===== src/hdl/psc_pkg.sv =====
// Package for the prime sieve counter: sizes, control word and status types,
// and sequencer step indexes. No dependencies.
`timescale 1ns / 1ps
`default_nettype none

package psc_pkg;

    localparam int MAX_LIMIT = 65536;
    localparam int MAX_COUNT = 6542;
    localparam int LIMIT_W   = 17;
    localparam int COUNT_W   = 13;
    localparam int ADDR_W    = $clog2(MAX_LIMIT);
    localparam int DEPTH     = 1 << ADDR_W;
    // divisor reaches at most floor(sqrt(MAX_LIMIT)) + 1
    localparam int DIV_W     = 9;
    localparam int SQ_W      = 2 * DIV_W;
    localparam int STEP_W    = 4;

    localparam logic [LIMIT_W-1:0] LIMIT_MAX_VAL = LIMIT_W'(MAX_LIMIT);

    typedef enum logic [3:0] {
        COND_NEVER,
        COND_ALWAYS,
        COND_NO_IN,
        COND_LIM_LT2,
        COND_N_LT_LIM,
        COND_SQ_GT_LIM,
        COND_BIT_CLR,
        COND_M_NEXT_LE,
        COND_OUT_FREE
    } cond_t;

    typedef enum logic [1:0] {
        CTR_HOLD,
        CTR_LOAD2,
        CTR_INC
    } ctr_op_t;

    typedef enum logic [1:0] {
        M_HOLD,
        M_LOAD2D,
        M_ADDD
    } m_op_t;

    typedef enum logic [1:0] {
        ASEL_N,
        ASEL_D,
        ASEL_M
    } asel_t;

    typedef struct packed {
        logic              take;
        ctr_op_t           n_op;
        ctr_op_t           d_op;
        m_op_t             m_op;
        logic              sq_ld;
        logic              cnt_clr;
        logic              acc;
        logic              mem_we;
        logic              mem_wd;
        logic              mem_re;
        asel_t             asel;
        logic              out_ld;
        cond_t             cond;
        logic [STEP_W-1:0] target;
    } ctl_t;

    typedef struct packed {
        logic lim_lt2;
        logic n_lt_lim;
        logic sq_gt_lim;
        logic bit_clr;
        logic m_next_le;
        logic out_free;
    } stat_t;

    localparam logic [STEP_W-1:0] STEP_IDLE   = STEP_W'(0);
    localparam logic [STEP_W-1:0] STEP_CHECK  = STEP_W'(1);
    localparam logic [STEP_W-1:0] STEP_INIT   = STEP_W'(2);
    localparam logic [STEP_W-1:0] STEP_SQUARE = STEP_W'(3);
    localparam logic [STEP_W-1:0] STEP_DTEST  = STEP_W'(4);
    localparam logic [STEP_W-1:0] STEP_SKIP   = STEP_W'(5);
    localparam logic [STEP_W-1:0] STEP_STRIKE = STEP_W'(6);
    localparam logic [STEP_W-1:0] STEP_NEXTD  = STEP_W'(7);
    localparam logic [STEP_W-1:0] STEP_COUNT  = STEP_W'(8);
    localparam logic [STEP_W-1:0] STEP_LAST   = STEP_W'(9);
    localparam logic [STEP_W-1:0] STEP_END    = STEP_W'(10);
    localparam logic [STEP_W-1:0] STEP_WAIT   = STEP_W'(11);

endpackage

`default_nettype wire


===== src/hdl/psc_sequencer.sv =====
// Microcode sequencer: step counter, control ROM and branch evaluation.
// Depends on psc_pkg.
`timescale 1ns / 1ps
`default_nettype none

module psc_sequencer
    import psc_pkg::*;
(
    input  wire logic  aclk,
    input  wire logic  aresetn,
    input  wire logic  s_valid,
    input  wire stat_t stat,
    output ctl_t       ctl
);

    logic [STEP_W-1:0] pc_reg;
    logic [STEP_W-1:0] pc_next;
    logic              taken;

    function automatic ctl_t rom_word(input logic [STEP_W-1:0] step);
        ctl_t w;
        w = '0;
        w.n_op   = CTR_HOLD;
        w.d_op   = CTR_HOLD;
        w.m_op   = M_HOLD;
        w.asel   = ASEL_N;
        w.cond   = COND_NEVER;
        w.target = STEP_IDLE;
        case (step)
            STEP_IDLE: begin
                w.take    = 1'b1;
                w.n_op    = CTR_LOAD2;
                w.cnt_clr = 1'b1;
                w.cond    = COND_NO_IN;
                w.target  = STEP_IDLE;
            end
            STEP_CHECK: begin
                w.d_op   = CTR_LOAD2;
                w.cond   = COND_LIM_LT2;
                w.target = STEP_END;
            end
            STEP_INIT: begin
                w.mem_we = 1'b1;
                w.mem_wd = 1'b1;
                w.asel   = ASEL_N;
                w.n_op   = CTR_INC;
                w.cond   = COND_N_LT_LIM;
                w.target = STEP_INIT;
            end
            STEP_SQUARE: begin
                w.sq_ld  = 1'b1;
                w.m_op   = M_LOAD2D;
                w.mem_re = 1'b1;
                w.asel   = ASEL_D;
                w.n_op   = CTR_LOAD2;
            end
            STEP_DTEST: begin
                w.cond   = COND_SQ_GT_LIM;
                w.target = STEP_COUNT;
            end
            STEP_SKIP: begin
                w.cond   = COND_BIT_CLR;
                w.target = STEP_NEXTD;
            end
            STEP_STRIKE: begin
                w.mem_we = 1'b1;
                w.mem_wd = 1'b0;
                w.asel   = ASEL_M;
                w.m_op   = M_ADDD;
                w.cond   = COND_M_NEXT_LE;
                w.target = STEP_STRIKE;
            end
            STEP_NEXTD: begin
                w.d_op   = CTR_INC;
                w.cond   = COND_ALWAYS;
                w.target = STEP_SQUARE;
            end
            STEP_COUNT: begin
                w.mem_re = 1'b1;
                w.asel   = ASEL_N;
                w.acc    = 1'b1;
                w.n_op   = CTR_INC;
                w.cond   = COND_N_LT_LIM;
                w.target = STEP_COUNT;
            end
            STEP_LAST: begin
                w.acc = 1'b1;
            end
            STEP_END: begin
                w.out_ld = 1'b1;
                w.cond   = COND_OUT_FREE;
                w.target = STEP_IDLE;
            end
            STEP_WAIT: begin
                w.cond   = COND_ALWAYS;
                w.target = STEP_END;
            end
            default: begin
                w.cond   = COND_ALWAYS;
                w.target = STEP_IDLE;
            end
        endcase
        return w;
    endfunction

    assign ctl = rom_word(pc_reg);

    always_comb begin
        case (ctl.cond)
            COND_NEVER:     taken = 1'b0;
            COND_ALWAYS:    taken = 1'b1;
            COND_NO_IN:     taken = !s_valid;
            COND_LIM_LT2:   taken = stat.lim_lt2;
            COND_N_LT_LIM:  taken = stat.n_lt_lim;
            COND_SQ_GT_LIM: taken = stat.sq_gt_lim;
            COND_BIT_CLR:   taken = stat.bit_clr;
            COND_M_NEXT_LE: taken = stat.m_next_le;
            COND_OUT_FREE:  taken = stat.out_free;
            default:        taken = 1'b0;
        endcase
        pc_next = taken ? ctl.target : pc_reg + STEP_W'(1);
    end

    always_ff @(posedge aclk) begin
        if (!aresetn) begin
            pc_reg <= STEP_IDLE;
        end else begin
            pc_reg <= pc_next;
        end
    end

endmodule

`default_nettype wire


===== config.mk =====
export PLATFORM = sky130hd
export DESIGN_NAME = psc_sequencer
export DESIGN_NICKNAME = d
export VERILOG_FILES = /design/src/hdl/psc_pkg.sv /design/src/hdl/psc_sequencer.sv
export SDC_FILE = /design/constraint.sdc
export NUM_CORES = 1
export LEC_CHECK = 0
export BUFFER_PORTS_ARGS = -buffer_cell sky130_fd_sc_hd__buf_2
export CAP_MARGIN = 20
export CELL_PAD_IN_SITES_DETAIL_PLACEMENT = 1
export CELL_PAD_IN_SITES_GLOBAL_PLACEMENT = 1
export CORE_ASPECT_RATIO = 1.5
export CORE_UTILIZATION = 34
export CTS_BUF_LIST = sky130_fd_sc_hd__clkbuf_2 sky130_fd_sc_hd__clkbuf_4 sky130_fd_sc_hd__clkbuf_8
export CTS_CLUSTER_DIAMETER = 60
export DETAILED_ROUTE_END_ITERATION = 6
export PLACE_DENSITY = 0.79
export SLEW_MARGIN = 20
export SYNTH_ARGS = -nofsm -noshare
export SYNTH_HDL_FRONTEND = slang
export SYNTH_SLANG_ARGS = --single-unit

===== constraint.sdc =====
create_clock -name aclk -period 2.6 [get_ports aclk]
set_input_delay 0.13 -clock aclk [delete_from_list [all_inputs] [get_ports aclk]]
set_output_delay 0.13 -clock aclk [all_outputs]
set_load 0.01 [all_outputs]

==> flow_results.xml <==
<?xml version="1.0" encoding="UTF-8"?>
<metrics>
  <group name="run_status">
    <metric name="outcome" unit="">completed</metric>
  </group>
  <group name="die">
    <metric name="io-pin-count" unit="">33</metric>
    <metric name="die_height" unit="um">61.3</metric>
    <metric name="die_area" unit="sq um">2550</metric>
    <metric name="core_area" unit="sq um">2230</metric>
    <metric name="fp-row-count" unit="">21</metric>
    <metric name="fp.dieW" unit="um">41.6</metric>
    <metric name="initial_core_util" unit="%">35.7</metric>
  </group>
  <group name="sta">
    <metric name="finalCriticalPeriod" unit="ns">2.40</metric>
    <metric name="timing.final.setup_violations" unit="">0</metric>
    <metric name="worst_slew_margin_rel" unit="%">49.5</metric>
    <metric name="rsz_0062_raised_after_global_routing" unit="">no</metric>
    <metric name="finClkSkew" unit="ns">0.000109</metric>
    <metric name="finalWorstSetupSlack" unit="ns">0.203</metric>
    <metric name="worst_pin_slew" unit="ns">0.756</metric>
    <metric name="fin_tns_setup" unit="ns">0</metric>
    <metric name="maxClockFrequency" unit="GHz">0.417</metric>
    <metric name="hold_viol" unit="">0</metric>
    <metric name="min_period_over_period" unit="%">92.2</metric>
    <metric name="final_max_slew_viol_count" unit="">0</metric>
  </group>
  <group name="global_route">
    <metric name="groute.layer.met2.usage" unit="%">36.8</metric>
    <metric name="groute.layer.met3.usage" unit="%">2.05</metric>
    <metric name="first_global_vias" unit="">821</metric>
    <metric name="grt_antenna_before_repair" unit="">0</metric>
    <metric name="use_met1" unit="%">20.5</metric>
    <metric name="most_crowded_layer_gr" unit="">met2</metric>
    <metric name="groute.usage.overall" unit="%">19.2</metric>
    <metric name="grt_first_pass_wirelength" unit="um">3720</metric>
    <metric name="grt_remaining_overflow" unit="">0</metric>
    <metric name="maximum_number_of_pins_on_one_net_before_global_route_repair" unit="">20</metric>
  </group>
  <group name="setup_path">
    <metric name="critPathKind" unit="">reg2reg</metric>
    <metric name="worst_ep_required_time" unit="ns">2.72</metric>
    <metric name="endpoint_kind" unit="">flip-flop</metric>
    <metric name="critical_path.endpoint" unit="">pc_reg[1]</metric>
    <metric name="r2r_setup_slack" unit="ns">0.20</metric>
    <metric name="setup.worst_path.start_class" unit="">flip-flop</metric>
    <metric name="worst-path-max-fanout" unit="">10</metric>
    <metric name="r2r_start" unit="">pc_reg[0]</metric>
    <metric name="ff2ff_path_depth" unit="">8</metric>
    <metric name="crit_arrival" unit="ns">2.52</metric>
    <metric name="regToRegEndpoint" unit="">pc_reg[1]</metric>
    <metric name="startpoint" unit="">pc_reg[0]</metric>
  </group>
  <group name="yosys">
    <metric name="synthDominantCellAreaShare" unit="%">10.0</metric>
    <metric name="synth_flop_cell" unit="">sky130_fd_sc_hd__dfxtp_1</metric>
    <metric name="postSynthAreaPerCell" unit="sq um">7.46</metric>
    <metric name="synth.lib_cells_used.distinct" unit="">46</metric>
    <metric name="synth.cell_area" unit="sq um">798</metric>
    <metric name="synthesis.yosys.warnings" unit="">0</metric>
    <metric name="yosys_register_bits" unit="">4</metric>
    <metric name="syn-instance-count" unit="">107</metric>
    <metric name="synth-seq-area-share" unit="%">10.0</metric>
    <metric name="syn-num-nets" unit="">121</metric>
    <metric name="synth-edff-count" unit="">0</metric>
    <metric name="post_synth_main_area_contributors" unit="">sky130_fd_sc_hd__dfxtp_1 (10%), sky130_fd_sc_hd__ha_1 (7.8%), sky130_fd_sc_hd__buf_6 (5.6%), sky130_fd_sc_hd__nor2_1 (5.6%), sky130_fd_sc_hd__buf_4 (4.7%)</metric>
    <metric name="async_set_or_reset_flop_fraction_in_the_synthesized_netlist" unit="%">0</metric>
    <metric name="netlist.top_cell.by_area" unit="">sky130_fd_sc_hd__dfxtp_1</metric>
  </group>
  <group name="detailed_routing">
    <metric name="drt_wl_total" unit="um">2200</metric>
    <metric name="vias_per_cell" unit="">5.49</metric>
    <metric name="dr_total_vias" unit="">851</metric>
    <metric name="drc_errors" unit="">0</metric>
    <metric name="detail_route.wl_per_cell" unit="um">14.2</metric>
    <metric name="detail-route-antenna-nets" unit="">0</metric>
    <metric name="first_pass_iters" unit="">4</metric>
    <metric name="initialDrtViolationCount" unit="">11</metric>
  </group>
  <group name="cts">
    <metric name="postCtsResizedCells" unit="">0</metric>
    <metric name="clk_latency" unit="ns">0.24</metric>
    <metric name="tritoncts" unit="">yes</metric>
    <metric name="cts_max_path_buffers" unit="">2</metric>
    <metric name="clkSlewWorstSetupHoldPaths" unit="ns">0.04</metric>
    <metric name="cts_hold_buf" unit="">0</metric>
    <metric name="cts_post_setup_buffers_inserted" unit="">0</metric>
    <metric name="cts.htree.levels" unit="">1</metric>
    <metric name="cts_inserted_buffers" unit="">3</metric>
    <metric name="clk_root_buffer_cell" unit="">sky130_fd_sc_hd__clkbuf_4</metric>
    <metric name="cts.sink_count" unit="">4</metric>
  </group>
  <group name="pwr">
    <metric name="powerDensity" unit="nW/um^2">1380</metric>
    <metric name="peakVddDrop" unit="uV">579</metric>
    <metric name="cellLeakagePower" unit="nW">0.452</metric>
  </group>
  <group name="cells_and_area">
    <metric name="final_core_util" unit="%">42.0</metric>
    <metric name="final_area" unit="sq um">938</metric>
    <metric name="design.final.nets" unit="">148</metric>
    <metric name="antenna-diode-count" unit="">0</metric>
    <metric name="post_route_cells_drive_above_1_share" unit="%">40.2</metric>
    <metric name="areaGrowthSynthToFinish" unit="%">17.6</metric>
    <metric name="final.fill_count" unit="">296</metric>
    <metric name="largest_register_ffs" unit="">4</metric>
  </group>
  <group name="placed_design">
    <metric name="placed_area" unit="sq um">900</metric>
    <metric name="placement.io_buffers" unit="">32</metric>
    <metric name="detailedPlacementHpwl" unit="um">1730</metric>
    <metric name="placement.setup.worst_slack" unit="ns">0.0857</metric>
    <metric name="gp_congestion" unit="">0.774</metric>
  </group>
  <group name="min_path">
    <metric name="holdCritPathClass" unit="">in2reg</metric>
  </group>
  <group name="run">
    <metric name="cap_violations" unit="">0</metric>
  </group>
</metrics>
==> critical path, cell delays in order (launching register included) <==
cell and delay [ns]:
sky130_fd_sc_hd__dfxtp_1 0.39, sky130_fd_sc_hd__inv_1 0.10, sky130_fd_sc_hd__ha_1 0.35, sky130_fd_sc_hd__mux2_4 0.34
sky130_fd_sc_hd__o21ai_0 0.17, sky130_fd_sc_hd__mux2i_1 0.15, sky130_fd_sc_hd__or4_4 0.54, sky130_fd_sc_hd__a21oi_1 0.17
sky130_fd_sc_hd__nor3b_1 0.06
==> layer usage <==
metal,up-vias,part of all wire (%)
met4,0,1.9
met5,-,0
li1,423,-
met2,21,56
met1,403,38
met3,4,3.2
==> per-stage QoR <==
stage	hold slack (ns)	power, mW	cells
2_1_floorplan	0.283	0.968	107
3_5_place_dp	0.424	1.19	152
5_1_grt	0.184	1.42	155
6_report	0.179	1.29	155
3_3_place_gp	0.423	1.16	152
4_1_cts	0.168	1.27	155
==> how the worst min path moves through the flow <==
stage / start / endpoint / cells past startpoint
5_1_grt: aresetn / pc_reg[0] / 2
2_1_floorplan: aresetn / pc_reg[0] / 1
4_1_cts: aresetn / pc_reg[0] / 2
3_5_place_dp: aresetn / pc_reg[0] / 2
3_3_place_gp: aresetn / pc_reg[0] / 2
6_report: aresetn / pc_reg[0] / 2
==> Yosys cell counts (2+ instances only) <==
library cell and n:
sky130_fd_sc_hd__buf_2 2, sky130_fd_sc_hd__a211oi_1 3, sky130_fd_sc_hd__ha_1 5, sky130_fd_sc_hd__a21oi_1 6, sky130_fd_sc_hd__nand3_1 2, sky130_fd_sc_hd__nand2b_1 3, sky130_fd_sc_hd__dfxtp_1 4, sky130_fd_sc_hd__nor3_1 6
sky130_fd_sc_hd__inv_1 5, sky130_fd_sc_hd__a21oi_2 2, sky130_fd_sc_hd__mux2i_1 2, sky130_fd_sc_hd__o21ai_0 6, sky130_fd_sc_hd__nor2_1 12, sky130_fd_sc_hd__buf_4 5, sky130_fd_sc_hd__nor3b_1 3, sky130_fd_sc_hd__and2_1 3
sky130_fd_sc_hd__buf_6 4, sky130_fd_sc_hd__nand2_1 6
==> report_power, final <==
group	total [mW]	switching, mW	internal [mW]
combinational	1.07	0.594	0.472
sequential	0.149	0.0629	0.0860
clock	0.0774	0.0258	0.0516
==> cells by family (layout without fill, tap and decap cells) <==
family                   count (synthesis)  after routing  synth area share, %
AND/OR/NAND/NOR                         44             44                 30.9
multiplexers                             3              3                 4.39
AO/OA/AOI/OAI                           30             30                 28.1
adder cells (fa/ha/maj)                  5              5                 7.84
buffers and inverters                   19             44                 16.6
flip-flops                               4              4                 10.0
XOR/XNOR                                 2              2                 2.19
==> final cells by class <==
cell class / count / area (sq um) / area share, %
Multi-Input combinational cell: 84 / 602 / 64.1
Timing Repair Buffer: 35 / 183 / 19.5
Inverter: 6 / 22.5 / 2.40
Clock buffer: 3 / 22.5 / 2.40
Tap cell: 23 / 28.8 / 3.07
Sequential cell: 4 / 80.1 / 8.53
==> placed cells by master, fill, tap and decap left out, drive strengths merged <==
cell / instances
o21a: 1
nor4: 1
nand2: 6
ha: 5
and2: 4
nand2b: 3
nor3: 6
nand3: 2
o21bai: 2
nand4bb: 1
nor4b: 1
mux2i: 2
buf: 35
nand3b: 1
mux2: 1
a21boi: 1
inv: 6
or4: 1
clkbuf: 3
nor2: 12
o31ai: 1
and2b: 1
a2bb2oi: 1
a22oi: 1
a21oi: 8
o22ai: 1
xor2: 1
a211o: 1
a211oi: 3
a221oi: 1
xnor2: 1
dfxtp: 4
and3: 1
or2: 1
nor3b: 3
o21ba: 1
o21ai: 8
Power figures use the tool's default switching activity.
